--- config.mk ---
export PLATFORM = sky130hd
export DESIGN_NAME = wheel_candidate_generator_top
export DESIGN_NICKNAME = d
export VERILOG_FILES = /design/src/hw/rtl/wcg_pkg.sv /design/src/hw/rtl/wheel_candidate_generator_top.sv /design/src/hw/rtl/wcg_cell.sv
export SDC_FILE = /design/constraint.sdc
export NUM_CORES = 1
export LEC_CHECK = 0
export ABC_AREA = 1
export BUFFER_PORTS_ARGS = -buffer_cell sky130_fd_sc_hd__buf_4
export CORE_UTILIZATION = 55
export CTS_CLUSTER_DIAMETER = 200
export DETAILED_ROUTE_END_ITERATION = 7
export PLACE_DENSITY = 0.86
export SYNTH_ARGS = -nofsm -noshare
export SYNTH_HDL_FRONTEND = slang
export SYNTH_SLANG_ARGS = --single-unit
--- constraint.sdc ---
create_clock -name clk_i -period 3.9 [get_ports clk_i]
set_input_delay 0.195 -clock clk_i [delete_from_list [all_inputs] [get_ports clk_i]]
set_output_delay 0.195 -clock clk_i [all_outputs]
set_load 0.1 [all_outputs]
--- src/hw/rtl/wcg_pkg.sv ---
// Shared types and constants for the wheel candidate generator.
package wcg_pkg;

  localparam int RES_W      = 5;
  localparam int CAND_W     = 48;
  localparam int CFG_W      = 4;
  localparam int STEP_LIMIT = 64;
  localparam int TABLE_LEN  = 8;

  localparam logic [RES_W-1:0] WHEEL_TABLE [TABLE_LEN] = '{
    5'd2, 5'd3, 5'd5, 5'd7, 5'd11, 5'd13, 5'd17, 5'd19
  };

  // Running tests handed down the row of cells.
  typedef struct packed {
    logic coprime;
    logic last;
  } chain_t;

  // Control sent from the sequencer to every cell.
  typedef struct packed {
    logic clear;
    logic step;
  } cell_ctrl_t;

  typedef enum logic {
    ST_IDLE,
    ST_RUN
  } state_e;

endpackage

--- src/hw/rtl/wheel_candidate_generator_top.sv ---
// Top level of the wheel candidate generator: sequencer, value counter and cell row.
//
//   channel  direction  handshake                 payload
//   in       input      in_valid_i / in_stall_o   restart_i
//   out      output     out_valid_o / out_stall_i candidate_o, last_in_round_o, overflow_o
//   cfg      input      cfg_we_i                  cfg_wdata_i
//
// An item is accepted in the idle state. The single-step counter and the row of residue
// cells then advance the running value by one each cycle until every active cell is
// nonzero, the step budget runs out or the top of the range is reached, and the result
// is then loaded into the output register.
// Reset puts the value at 1, every residue at 1, clears the exhausted flag and loads a
// wheel of four primes (or MAX_WHEEL_PRIMES if smaller).
// A finished result waits in the output register while the next item is accepted; the
// sequencer holds its last step while the output register stays stalled.
module wheel_candidate_generator_top #(
  parameter int MAX_WHEEL_PRIMES = 8,
  parameter int VALUE_BITS       = 48
) (
  input  logic                        clk_i,
  input  logic                        rst_ni,
  input  logic                        cfg_we_i,
  input  logic [wcg_pkg::CFG_W-1:0]   cfg_wdata_i,
  input  logic                        in_valid_i,
  output logic                        in_stall_o,
  input  logic                        restart_i,
  output logic                        out_valid_o,
  input  logic                        out_stall_i,
  output logic [wcg_pkg::CAND_W-1:0]  candidate_o,
  output logic                        last_in_round_o,
  output logic                        overflow_o
);
  import wcg_pkg::*;

  localparam int CNT_W   = $clog2(MAX_WHEEL_PRIMES + 1);
  localparam int STEP_W  = $clog2(STEP_LIMIT + 1);
  localparam int RESET_N = (MAX_WHEEL_PRIMES < 4) ? MAX_WHEEL_PRIMES : 4;
  localparam int EXT_W   = (VALUE_BITS > CAND_W) ? VALUE_BITS : CAND_W;

  // Configured wheel size, already clamped into 1 .. MAX_WHEEL_PRIMES.
  logic [CNT_W-1:0] nprimes_q;

  always_ff @(posedge clk_i or negedge rst_ni) begin
    if (!rst_ni) begin
      nprimes_q <= CNT_W'(RESET_N);
    end else if (cfg_we_i) begin
      if (cfg_wdata_i == '0) begin
        nprimes_q <= CNT_W'(1);
      end else if (32'(cfg_wdata_i) > MAX_WHEEL_PRIMES) begin
        nprimes_q <= CNT_W'(MAX_WHEEL_PRIMES);
      end else begin
        nprimes_q <= CNT_W'(cfg_wdata_i);
      end
    end
  end

  // Row of residue cells. The chain runs from cell 0 to the last cell and
  // reports whether the running value is coprime to, and one below a multiple
  // of, every active prime.
  cell_ctrl_t cell_ctrl;
  chain_t     chain [MAX_WHEEL_PRIMES+1];

  assign chain[0] = '{coprime: 1'b1, last: 1'b1};

  for (genvar k = 0; k < MAX_WHEEL_PRIMES; k++) begin : g_cell
    logic active;
    assign active = (CNT_W'(k) < nprimes_q);
    wcg_cell #(
      .PRIME (WHEEL_TABLE[k])
    ) u_cell (
      .clk_i    (clk_i),
      .rst_ni   (rst_ni),
      .ctrl_i   (cell_ctrl),
      .active_i (active),
      .chain_i  (chain[k]),
      .chain_o  (chain[k+1])
    );
  end

  chain_t chain_end;
  assign chain_end = chain[MAX_WHEEL_PRIMES];

  // Sequencer state.
  state_e              state_q, state_d;
  logic                first_q, first_d;
  logic [STEP_W-1:0]   steps_q, steps_d;
  logic [VALUE_BITS-1:0] cur_q, cur_d;
  logic                exh_q, exh_d;

  // Output register.
  logic                out_valid_q, out_valid_d;
  logic [CAND_W-1:0]   out_cand_q, out_cand_d;
  logic                out_last_q, out_last_d;
  logic                out_ovf_q, out_ovf_d;

  logic                out_free;
  logic                cur_max;
  logic [EXT_W-1:0]    cur_ext;
  logic [EXT_W-1:0]    max_ext;

  assign out_free = !out_valid_q || !out_stall_i;
  assign cur_max  = &cur_q;
  assign cur_ext  = EXT_W'(cur_q);
  assign max_ext  = EXT_W'({VALUE_BITS{1'b1}});

  always_comb begin
    state_d     = state_q;
    first_d     = first_q;
    steps_d     = steps_q;
    cur_d       = cur_q;
    exh_d       = exh_q;
    cell_ctrl   = '0;
    out_valid_d = out_valid_q && out_stall_i;
    out_cand_d  = out_cand_q;
    out_last_d  = out_last_q;
    out_ovf_d   = out_ovf_q;

    case (state_q)
      ST_IDLE: begin
        if (in_valid_i) begin
          if (restart_i) begin
            cur_d           = VALUE_BITS'(1);
            exh_d           = 1'b0;
            cell_ctrl.clear = 1'b1;
          end
          first_d = 1'b1;
          steps_d = '0;
          state_d = ST_RUN;
        end
      end
      ST_RUN: begin
        if (!first_q && (chain_end.coprime || steps_q == STEP_W'(STEP_LIMIT))) begin
          // The value just reached is a candidate, or the step budget ran out.
          if (out_free) begin
            out_valid_d = 1'b1;
            out_cand_d  = cur_ext[CAND_W-1:0];
            out_last_d  = chain_end.last;
            out_ovf_d   = 1'b0;
            state_d     = ST_IDLE;
          end
        end else if (exh_q || cur_max) begin
          // The top of the range is reached: the value saturates.
          if (out_free) begin
            exh_d       = 1'b1;
            out_valid_d = 1'b1;
            out_cand_d  = max_ext[CAND_W-1:0];
            out_last_d  = 1'b0;
            out_ovf_d   = 1'b1;
            state_d     = ST_IDLE;
          end
        end else begin
          cur_d          = cur_q + VALUE_BITS'(1);
          cell_ctrl.step = 1'b1;
          steps_d        = steps_q + STEP_W'(1);
          first_d        = 1'b0;
        end
      end
      default: begin
        state_d = ST_IDLE;
      end
    endcase
  end

  always_ff @(posedge clk_i or negedge rst_ni) begin
    if (!rst_ni) begin
      state_q     <= ST_IDLE;
      first_q     <= 1'b1;
      steps_q     <= '0;
      cur_q       <= VALUE_BITS'(1);
      exh_q       <= 1'b0;
      out_valid_q <= 1'b0;
    end else begin
      state_q     <= state_d;
      first_q     <= first_d;
      steps_q     <= steps_d;
      cur_q       <= cur_d;
      exh_q       <= exh_d;
      out_valid_q <= out_valid_d;
    end
  end

  always_ff @(posedge clk_i) begin
    out_cand_q <= out_cand_d;
    out_last_q <= out_last_d;
    out_ovf_q  <= out_ovf_d;
  end

  assign in_stall_o      = (state_q != ST_IDLE);
  assign out_valid_o     = out_valid_q;
  assign candidate_o     = out_cand_q;
  assign last_in_round_o = out_last_q;
  assign overflow_o      = out_ovf_q;

`ifndef NO_ASSERTIONS
  // The exhausted flag is only ever set with the value at the top of its range.
  a_exh_at_top: assert property (@(posedge clk_i) disable iff (!rst_ni)
    exh_q |-> cur_max)
    else $error("exhausted flag set below the top of the range");

  // An overflow result never carries the end-of-round flag.
  a_ovf_not_last: assert property (@(posedge clk_i) disable iff (!rst_ni)
    (out_valid_q && out_ovf_q) |-> !out_last_q)
    else $error("overflow result flagged as last in round");

  // The step counter never passes its budget.
  a_step_budget: assert property (@(posedge clk_i) disable iff (!rst_ni)
    steps_q <= STEP_W'(STEP_LIMIT))
    else $error("step counter passed its limit");

  // A new result appears only as the sequencer leaves its run state.
  a_load_from_run: assert property (@(posedge clk_i) disable iff (!rst_ni)
    $rose(out_valid_q) |-> ($past(state_q) == ST_RUN && state_q == ST_IDLE))
    else $error("result loaded outside a run");

  // Once a step has been taken the running value is above one.
  a_value_moved: assert property (@(posedge clk_i) disable iff (!rst_ni)
    (state_q == ST_RUN && !first_q) |-> (cur_q != VALUE_BITS'(1)))
    else $error("running value did not advance");
`endif

endmodule

--- src/hw/rtl/wcg_cell.sv ---
// One wheel cell: residue of the running value modulo one prime.
module wcg_cell #(
  parameter logic [wcg_pkg::RES_W-1:0] PRIME = 5'd2
) (
  input  logic                clk_i,
  input  logic                rst_ni,
  input  wcg_pkg::cell_ctrl_t ctrl_i,
  input  logic                active_i,
  input  wcg_pkg::chain_t     chain_i,
  output wcg_pkg::chain_t     chain_o
);
  import wcg_pkg::*;

  localparam logic [RES_W-1:0] TOP = PRIME - RES_W'(1);

  logic [RES_W-1:0] res_q, res_d;

  always_comb begin
    res_d = res_q;
    if (ctrl_i.clear) begin
      res_d = RES_W'(1);
    end else if (ctrl_i.step) begin
      res_d = (res_q == TOP) ? '0 : res_q + RES_W'(1);
    end
  end

  always_ff @(posedge clk_i or negedge rst_ni) begin
    if (!rst_ni) begin
      res_q <= RES_W'(1);
    end else begin
      res_q <= res_d;
    end
  end

  // An inactive cell lies beyond the configured wheel and passes the chain on.
  always_comb begin
    chain_o = chain_i;
    if (active_i) begin
      chain_o.coprime = chain_i.coprime & (res_q != '0);
      chain_o.last    = chain_i.last & (res_q == TOP);
    end
  end

endmodule

==> flow_metrics.py, run 1 <==
metrics = {
    "critical_path": {
        "worstPathArrival_ns": 3.14,
        "cpPeakStageDelay_ns": 0.56,
        "timing.critical_path.to_type": "register",
        "crit_fanout": 50,
        "r2r-start": "g_cell[5].u_cell.res_q[0]",
        "reg2reg_depth": 15,
        "regToRegSetupSlack_ns": 0.82,
        "slowest_stage": "dfstp_2",
        "path_cells": "inv_1, ha_1, inv_1, nor2_1, nand3_1, o21ai_0, nor2_1, nand2_1, nand2_1, nand2_1, inv_1, buf_4, o21ai_0, nor2_4, buf_4",
        "cp.required_ns": 3.96,
        "rr_endpoint": "candidate_o[38]",
        "start_kind": "register",
        "critPathKind": "register to register",
    },
    "die": {
        "start_util_pct": 57.2,
        "die_h_um": 129,
        "ios": 62,
        "die_w_um": 129,
        "core_area_um2": 15400,
        "die_area_um2": 16600,
        "row_count": 45,
    },
    "sta": {
        "setup_slack_ns": 0.817,
        "max_freq_mhz": 324,
        "rsz0062_at_grt": "no",
        "final.period_utilization_pct": 79.0,
        "clock_skew_ns": 0.0113,
        "setup_viol": 0,
        "post-route-min-period_ns": 3.08,
        "relSlewSlack_pct": 29.2,
        "worstMarginPinSlew_ns": 1.06,
        "finalMaxSlewViolations": 0,
        "setup_tns_ns": 0,
        "hold_viol_final": 0,
    },
    "final_layout": {
        "drive_gt1_share_pct": 12.0,
        "n_antenna_cell": 0,
        "nNetsFinal": 1226,
        "final_util_pct": 65.1,
        "area_growth_syn_to_layout_pct": 13.7,
        "fin_area_um2": 10000,
    },
    "yosys": {
        "synth_nets": 1181,
        "ys_types": 32,
        "synth_top_area_share_pct": 26.1,
        "ys_async_sr_fraction_pct": 67.3,
        "synth_edf_count": 50,
        "syn_inst": 1147,
        "ys_ff_latch": 153,
        "yosysSeqAreaShare_pct": 46.3,
        "synthFlopType": "dfrtp_1",
        "synthTopCellsByCount": "nand2_1 (366), nor2_1 (169), nand3_1 (137)",
        "synthTopCellsByArea": "dfrtp_1 (26%), edfxtp_1 (17%), nand2_1 (16%)",
        "syn_area_per_cell_um2": 7.70,
        "synth.most_common_cell": "nand2_1",
        "netlist_area_um2": 8830,
        "synth_largest_area_cell": "dfrtp_1",
        "synth_warnings": 0,
    },
    "power_and_ir_drop": {
        "p_int_uw": 4610,
        "switchingPower_uw": 4630,
        "power_frac_comb_pct": 51.2,
        "p_seq_share_pct": 29.9,
        "switching_share_pct": 50.1,
        "power.density_nw_per_um2": 920,
        "p_clk_share_pct": 18.9,
        "p_leak_uw": 0.00459,
        "vdd_drop_max_uv": 619,
    },
    "clock_tree": {
        "cts_tree": "yes",
        "cts_root_buffer": "clkbuf_16",
        "post_cts.repair.setup_buffers": 0,
        "clk_pin_slew_ns": 0.06,
        "htree_levels": 4,
        "clkSinkCount": 153,
        "cts_buffers": 17,
        "clockBufferDepth": 2,
        "ctsResizeCount": 0,
        "clk_latency_ns": 0.43,
    },
    "global_route": {
        "grt_pass1_wl_um": 36000,
        "antenna_found_initial": 0,
        "grt_max_degree": 92,
        "grt_pass1_vias": 7476,
        "grt_usage_pct": 28.0,
        "grt-ovfl-total": 0,
    },
    "placed_design": {
        "dp_slack_ns": 0.877,
        "routabilityCongestion": 0.992,
        "dpl-instance-area_um2": 9390,
        "io_buffers": 61,
        "place_hpwl_um": 14200,
    },
    "route": {
        "wl_per_cell_um": 15.3,
        "drt-total-wl_um": 21600,
        "drc_errors": 0,
        "drt_iter0_drc": 748,
        "first_pass_iters": 7,
        "vias": 7738,
        "final_antenna_net_count": 0,
        "vias_per_cell": 5.46,
    },
    "min_path": {
        "hold_end": "nprimes_q[3]",
        "hold_path_class": "input pin to register",
        "holdPathStages": 3,
        "hp-start": "cfg_wdata_i[3]",
    },
    "outcome": {
        "status": "completed",
    },
    "flow_run": {
        "maxCapViolCount": 0,
    },
}
[worst max-delay path, delay by kind of cell, from the launching register on]
kind / cells / cell delay [ns]
flops: 1 / 0.56
simple gates: 7 / 0.69
buf+inv: 5 / 0.90
fa+ha+maj: 1 / 0.19
compound gates: 2 / 0.31
[registers in the layout, indices dropped and copies added, names as in the netlist]
name and cells:
steps_q 7, first_q 1, nprimes_q 4, out_valid_o 1
exh_q 1, g_cell.u_cell.res_q 40, overflow_o 1, cur_ext 48
candidate_o 48, in_stall_o 1, last_in_round_o 1
[placed cells by master, fill, tap and decap left out]
cell,Yosys,final
clkinv_4,0,2
edfxtp_1,50,50
nand2_1,366,366
clkinv_2,0,3
nand3_2,2,2
clkbuf_16,0,17
clkinvlp_4,0,3
or2_2,24,24
o22ai_1,2,2
nand3b_1,3,3
o21ai_1,1,1
o2111a_1,1,1
clkbuf_8,0,1
a21oi_4,0,1
a21oi_1,3,3
nand3_1,137,137
dlygate4sd3_1,0,3
nand2_2,1,1
ha_1,24,24
bufinv_16,0,4
nor3_1,20,20
clkbuf_1,22,2
o21ai_0,16,16
dfrtp_1,92,92
nor3_2,1,1
inv_2,2,2
or2_1,1,1
xor2_1,51,51
nor3b_1,4,4
buf_4,1,67
inv_1,84,84
nand2_4,2,2
nand4_1,23,23
nor2_4,2,3
dfstp_2,11,11
nor2_1,169,168
xnor2_1,10,10
[cell type report]
class / instances / area, um^2
fill: 1328 / 5380
sequential: 153 / 4090
inverter: 86 / 323
timing repair buffer: 70 / 533
clock inverter: 12 / 175
multi-input combinational: 864 / 4210
clock buffer: 20 / 447
tap: 211 / 264
[stage by stage]
stage / std cells / hold slack [ns] / total power (uW)
3_3_place_gp: 1381 / 0.379 / 7370
4_1_cts: 1416 / 0.0158 / 9270
6_report: 1416 / 0.0234 / 9240
2_1_floorplan: 1147 / -0.101 / 6580
3_5_place_dp: 1381 / 0.380 / 7510
5_1_grt: 1416 / 0.0532 / 9750
[power groups by stage]
| stage | Combinational (uW) | Sequential (uW) | Clock (uW) |
|---|---|---|---|
| 3_3_place_gp | 4600 | 2770 | 0 |
| 4_1_cts | 4740 | 2770 | 1760 |
| 2_1_floorplan | 2160 | 4410 | 0 |
| 6_report | 4730 | 2770 | 1750 |
| 3_5_place_dp | 4730 | 2790 | 0 |
| 5_1_grt | 5100 | 2830 | 1820 |
[logic make-up (layout without fill, tap and decap cells)]
| family | count (synthesis) | count (layout) | synth area share [%] |
|---|---|---|---|
| simple gates | 755 | 755 | 36.6 |
| xor+xnor | 61 | 61 | 6.05 |
| flops | 153 | 153 | 46.3 |
| fa+ha+maj | 24 | 24 | 3.40 |
| compound gates | 24 | 24 | 1.50 |
| buf+inv | 130 | 188 | 6.15 |
[per-layer routing]
metal  global-route usage [%]  vias to the layer above  routed length, um
met5                        0                        -                  0
met4                     14.1                        0                820
met3                     4.16                       62               1020
met2                     47.0                      273              10700
met1                     35.3                     3660               9100
li1                         -                     3743                  -
[repair_timing]
| action | CTS | global route |
|---|---|---|
| endpoints found under the hold margin | 57 | 0 |
| endpoints found under the setup margin | 0 | 0 |
| hold buffers | 3 | 0 |
[worst max path at each step]
stage / start / endpoint / cells past startpoint
global placement: g_cell[5].u_cell.res_q[0] / candidate_o[38] / 15
detailed placement: g_cell[5].u_cell.res_q[0] / candidate_o[36] / 15
global route: g_cell[5].u_cell.res_q[0] / candidate_o[41] / 15
CTS: g_cell[5].u_cell.res_q[0] / candidate_o[38] / 15
finish: g_cell[5].u_cell.res_q[0] / candidate_o[38] / 15
floorplan: in_stall_o / candidate_o[0] / 4
(Power assumes the default switching activity.)
==> run 2: changes to the inputs <==
--- a/config.mk
+++ b/config.mk
@@ -7,10 +7,10 @@
 export LEC_CHECK = 0
 export ABC_AREA = 1
 export BUFFER_PORTS_ARGS = -buffer_cell sky130_fd_sc_hd__buf_4
-export CORE_UTILIZATION = 55
+export CORE_UTILIZATION = 61
 export CTS_CLUSTER_DIAMETER = 200
 export DETAILED_ROUTE_END_ITERATION = 7
-export PLACE_DENSITY = 0.86
+export PLACE_DENSITY = 0.89
 export SYNTH_ARGS = -nofsm -noshare
 export SYNTH_HDL_FRONTEND = slang
 export SYNTH_SLANG_ARGS = --single-unit
==> constraint.sdc (replaced) <==
create_clock -name clk_i -period 3.05 [get_ports clk_i]
set_input_delay 0.1525 -clock clk_i [delete_from_list [all_inputs] [get_ports clk_i]]
set_output_delay 0.1525 -clock clk_i [all_outputs]
set_load 0.1 [all_outputs]
==> run 2 against run 1 <==
Cell count down 1.5%. Flip-flop and latch count unchanged. Wire length up 4.7%. Clock power grew 17%. Setup slack lost 0.43 ns. Global-route usage is 4.8 points higher. Critical path type unchanged. Cell area increased by 0.16%. Clock skew hardly changed. Sequential power grew 27%.
==> flow_metrics.py, run 2 (synthesis results as in run 1) <==
metrics = {
    "final_layout": {
        "layout_common_cells": "nand2_1 (366), nor2_1 (168), nand3_1 (137), dfrtp_1 (92), inv_1 (84)",
        "layout_commonest_cell": "nand2_1",
        "seq_area_um2": 4090,
        "multi_input_area_um2": 4210,
        "drive_gt1_share_pct": 12.4,
        "fillers": 1092,
        "final_util_pct": 71.9,
        "n_antenna_cell": 0,
        "nNetsFinal": 1236,
        "area_growth_syn_to_layout_pct": 13.9,
    },
    "sta": {
        "max_freq_mhz": 375,
        "rsz0062_at_grt": "no",
        "final.period_utilization_pct": 87.4,
        "post-route-min-period_ns": 2.67,
        "setup_tns_ns": 0,
        "worstMarginPinSlew_ns": 0.817,
        "hold_viol_final": 0,
        "relSlewSlack_pct": 45.5,
        "clock_skew_ns": 0.0111,
        "setup_viol": 0,
        "finalMaxSlewViolations": 0,
    },
    "die": {
        "ios": 62,
        "die_h_um": 122,
        "die_area_um2": 15000,
        "start_util_pct": 63.1,
        "die_w_um": 122,
        "row_count": 43,
        "core_area_um2": 14000,
    },
    "flow_run": {
        "maxCapViolCount": 0,
    },
    "route": {
        "drt-total-wl_um": 22600,
        "wl_met1_um": 9170,
        "vias_per_cell": 5.65,
        "final_antenna_net_count": 0,
        "dr_wl_met2_um": 11300,
        "top_layer": "met4",
        "drc_errors": 0,
        "wl_per_cell_um": 16.2,
        "first_pass_iters": 6,
        "wl_met3_um": 1460,
        "vias": 7887,
        "drt_iter0_drc": 901,
    },
    "placed_design": {
        "io_buffers": 61,
        "place_hpwl_um": 15600,
        "routabilityCongestion": 0.982,
    },
    "global_route": {
        "grt-ovfl-total": 0,
        "grt_pass1_wl_um": 37400,
        "grt_max_degree": 61,
        "grt_pass1_vias": 7707,
        "antenna_found_initial": 0,
        "grt_usage_pct": 32.8,
    },
    "critical_path": {
        "crit_fanout": 48,
        "timing.critical_path.to_type": "register",
        "cp.required_ns": 3.41,
        "start_kind": "register",
        "critPathKind": "register to register",
        "worstPathArrival_ns": 3.03,
    },
    "clock_tree": {
        "htree_levels": 4,
        "cts_root_buffer": "clkbuf_16",
        "cts_buffers": 17,
        "cts_tree": "yes",
        "clk_pin_slew_ns": 0.06,
        "clk_latency_ns": 0.43,
        "ctsResizeCount": 0,
        "clkSinkCount": 153,
        "clockBufferDepth": 2,
    },
    "power_and_ir_drop": {
        "p_leak_uw": 0.00464,
        "power.density_nw_per_um2": 1180,
        "vdd_drop_max_uv": 915,
    },
    "outcome": {
        "status": "completed",
    },
    "min_path": {
        "hold_path_class": "input pin to register",
    },
}
[run 2: changes by cell type in the layout (fill, tap and decap cells not counted)]
cell / before / now
inv_4: 0 / 2
bufinv_16: 4 / 2
clkbuf_8: 1 / 2
clkinv_1: 0 / 1
clkinv_4: 2 / 0
clkinv_2: 3 / 4
buf_12: 0 / 3
buf_4: 67 / 74
clkinvlp_4: 3 / 0
clkbuf_1: 2 / 4
[run 2: metrics by stage]
| stage | std cells | setup WS, ns | area [um^2] | power (uW) | hold WS (ns) |
|---|---|---|---|---|---|
| CTS | 1395 | 0.451 | 10100 | 11800 | 0.0152 |
| global placement | 1360 | 0.537 | 9470 | 9530 | 0.283 |
| finish | 1395 | 0.385 | 10100 | 11900 | 0.0221 |
| floorplan | 1147 | 0.109 | 8840 | 8410 | -0.143 |
| global route | 1395 | 0.208 | 10100 | 12500 | 0.0325 |
| detailed placement | 1360 | 0.471 | 9470 | 9760 | 0.287 |
[run 2: power by group]
group | switching [uW] | internal, uW
clock | 815 | 1240
sequential | 460 | 3070
combinational | 4710 | 1560
[run 2: worst max-delay path, stage by stage (launching register included)]
cell and delay [ns]:
dfrtp_1 0.47, ha_1 0.30, nand2_1 0.16, nor2_4 0.07, nand2_4 0.10, nor2_4 0.05, nand3_1 0.09, nand2_2 0.10
a21oi_4 0.42, buf_4 0.54, nand3_1 0.16, nand2_1 0.11
[run 2: what timing repair did]
| item | CTS | global route |
|---|---|---|
| hold buffers | 3 | 0 |
| setup endpoints to repair | 0 | 0 |
| endpoints found under the hold margin | 54 | 0 |
| setup buffers | 0 | 0 |
[run 2: final timing paths]
check | from | end | slack [ns] | cells after the start
max | cur_ext[1] | g_cell[4].u_cell.res_q[1] | 0.38 | 11
min | cfg_wdata_i[3] | nprimes_q[3] | 0.02 | 3
max reg2reg | cur_ext[1] | g_cell[4].u_cell.res_q[1] | 0.38 | 11
min reg2reg | g_cell[2].u_cell.res_q[0] | g_cell[2].u_cell.res_q[0] | 0.49 | 2
max in group asynchronous | rst_ni | first_q | 1.92 | 3
min in group asynchronous | rst_ni | g_cell[0].u_cell.res_q[2] | 0.36 | 2
[run 2: metal layers]
layer / track usage (%) / vias up
met1: 41.1 / 3743
met4: 15.2 / 0
li1: - / 3766
met5: 0 / -
met2: 55.6 / 322
met3: 5.30 / 56
[run 2: cell type report]
class                      count  share of cell area [%]
multi-input combinational    864                    41.8
sequential                   153                    40.7
timing repair buffer          80                    6.42
clock buffer                  23                    4.65
inverter                      86                    3.21
tap                          180                    2.24
clock inverter                 9                   0.958
==> run 3: changes to the inputs <==
==> constraint.sdc (replaced) <==
create_clock -name clk_i -period 2.6 [get_ports clk_i]
set_input_delay 0.13 -clock clk_i [delete_from_list [all_inputs] [get_ports clk_i]]
set_output_delay 0.13 -clock clk_i [all_outputs]
set_load 0.1 [all_outputs]
==> run 3 against run 2 <==
Combinational power rose by 18%. Critical path type unchanged. Clock power rose by 21%. Largest cell class unchanged. Die area did not move. Sequential share of layout area fell by 0.46 points. First-iteration DRC count rose by 1.2%. Flip-flop and latch count did not move. Largest power group unchanged. Cell area rose by 1.2%. Register-to-register slack got worse by 0.15 ns. Sequential power rose by 18%. Cell count rose by 0.22%. Setup slack got worse by 0.15 ns.
==> flow_metrics.py, run 3 (synthesis results as in run 1) <==
metrics = {
    "outcome": {
        "status": "completed",
    },
    "sta": {
        "post-route-min-period_ns": 2.37,
        "setup_tns_ns": 0,
        "setup_viol": 0,
        "max_freq_mhz": 422,
        "hold_viol_final": 0,
        "worstMarginPinSlew_ns": 0.816,
        "relSlewSlack_pct": 45.6,
        "finalMaxSlewViolations": 0,
        "rsz0062_at_grt": "no",
        "setup_slack_ns": 0.233,
        "clock_skew_ns": 0.00624,
        "final.period_utilization_pct": 91.1,
        "holdWs_ns": 0.0457,
    },
    "clock_tree": {
        "clk_latency_ns": 0.43,
        "cts_buffers": 17,
        "ctsResizeCount": 0,
        "cts_root_buffer": "clkbuf_16",
        "clkSinkCount": 153,
        "clk_pin_slew_ns": 0.06,
        "post_cts.repair.setup_buffers": 0,
        "cts_tree": "yes",
        "clockBufferDepth": 2,
        "ctsHoldBuffers": 6,
        "htree_levels": 4,
    },
    "route": {
        "first_pass_iters": 6,
        "final_antenna_net_count": 0,
        "top_layer": "met4",
        "drc_errors": 0,
        "vias": 7918,
        "drt_iter0_drc": 912,
        "dr_wl_met2_um": 11100,
        "wl_met3_um": 1320,
        "wl_per_cell_um": 15.9,
        "drt-total-wl_um": 22200,
        "vias_per_cell": 5.66,
        "wl_met1_um": 8780,
    },
    "final_layout": {
        "layout_common_cells": "nand2_1 (363), nor2_1 (168), nand3_1 (136), dfrtp_1 (91), inv_1 (82)",
        "fin_area_um2": 10200,
        "area_growth_syn_to_layout_pct": 15.3,
        "n_antenna_cell": 0,
        "nNetsFinal": 1239,
        "layout_commonest_cell": "nand2_1",
        "drive_gt1_share_pct": 13.2,
    },
    "critical_path": {
        "regToRegSetupSlack_ns": 0.23,
        "critPathKind": "register to register",
        "crit_fanout": 8,
        "r2r-start": "cur_ext[0]",
        "timing.critical_path.to_type": "register",
        "reg2reg_depth": 11,
        "worstPathArrival_ns": 2.73,
        "cp.required_ns": 2.96,
        "rr_endpoint": "cur_ext[41]",
        "start_kind": "register",
    },
    "global_route": {
        "antenna_found_initial": 0,
        "grt_pass1_vias": 7781,
        "grt-ovfl-total": 0,
        "grt_usage_pct": 32.2,
        "grt_max_degree": 66,
        "grt_pass1_wl_um": 37000,
    },
    "die": {
        "start_util_pct": 63.1,
        "core_area_um2": 14000,
        "die_h_um": 122,
        "row_count": 43,
        "die_w_um": 122,
        "ios": 62,
        "die_area_um2": 15000,
    },
    "placed_design": {
        "io_buffers": 61,
        "dp_slack_ns": 0.255,
        "dpl-instance-area_um2": 9530,
        "routabilityCongestion": 1.00,
        "place_hpwl_um": 15400,
    },
    "power_and_ir_drop": {
        "power.density_nw_per_um2": 1380,
        "p_leak_uw": 0.00466,
        "vdd_drop_max_uv": 722,
    },
    "min_path": {
        "holdPathStages": 3,
        "hold_end": "out_valid_o",
        "hp-start": "out_stall_i",
        "hold_path_class": "input pin to register",
    },
    "flow_run": {
        "maxCapViolCount": 0,
    },
}
[run 3: cell types whose count changed in the layout (fill, tap and decap cells not counted), sizes merged]
| cell | previous run | this run |
|---|---|---|
| bufinv | 2 | 3 |
| clkinv | 5 | 6 |
| dlygate4sd3 | 3 | 6 |
| inv | 88 | 86 |
[run 3: worst max path at each step]
stage | startpoint | to | slack, ns | cells after the start
3_3_place_gp | g_cell[1].u_cell.res_q[0] | candidate_o[29] | 0.34 | 14
3_5_place_dp | g_cell[1].u_cell.res_q[0] | candidate_o[26] | 0.26 | 14
4_1_cts | g_cell[1].u_cell.res_q[0] | candidate_o[34] | 0.23 | 14
5_1_grt | g_cell[5].u_cell.res_q[0] | candidate_o[33] | 0.002 | 14
2_1_floorplan | g_cell[0].u_cell.res_q[0] | candidate_o[0] | 0.001 | 12
6_report | cur_ext[0] | cur_ext[41] | 0.23 | 11
[run 3: area by class of cell]
class | count | area, um^2
multi-input combinational | 864 | 4260
sequential | 153 | 4100
fill | 1070 | 3800
timing repair buffer | 83 | 688
clock buffer | 23 | 468
inverter | 86 | 325
tap | 180 | 225
clock inverter | 9 | 123
[run 3: per-stage QoR]
| step | cells | total power, uW | util (%) |
|---|---|---|---|
| after floorplan | 1147 | 9960 | - |
| after global placement | 1360 | 11300 | 68.2 |
| after detailed placement | 1360 | 11600 | 68.2 |
| after CTS | 1398 | 14100 | 72.8 |
| after global routing | 1398 | 14900 | 72.8 |
| final | 1398 | 14000 | 72.8 |
[run 3: critical path: stages, from the launching register on]
cell     delay (ns)
dfstp_2        0.56
buf_4          0.18
nand3_1        0.18
inv_2          0.14
nand2_1        0.13
nor3_2         0.35
nand3_1        0.19
nand2_1        0.12
nand2_1        0.06
nor2_1         0.14
nand3_1        0.12
nand2_1        0.12
[run 3: per-layer routing]
metal,vias to the layer above,GRT usage [%]
met5,-,0
met4,0,16.2
met3,83,6.09
met2,352,55.6
met1,3705,38.4
li1,3778,-
[run 3: power breakdown]
part           switching [uW]  internal (uW)
combinational            5480           1900
sequential                571           3610
clock                     939           1550
total                    6990           7060
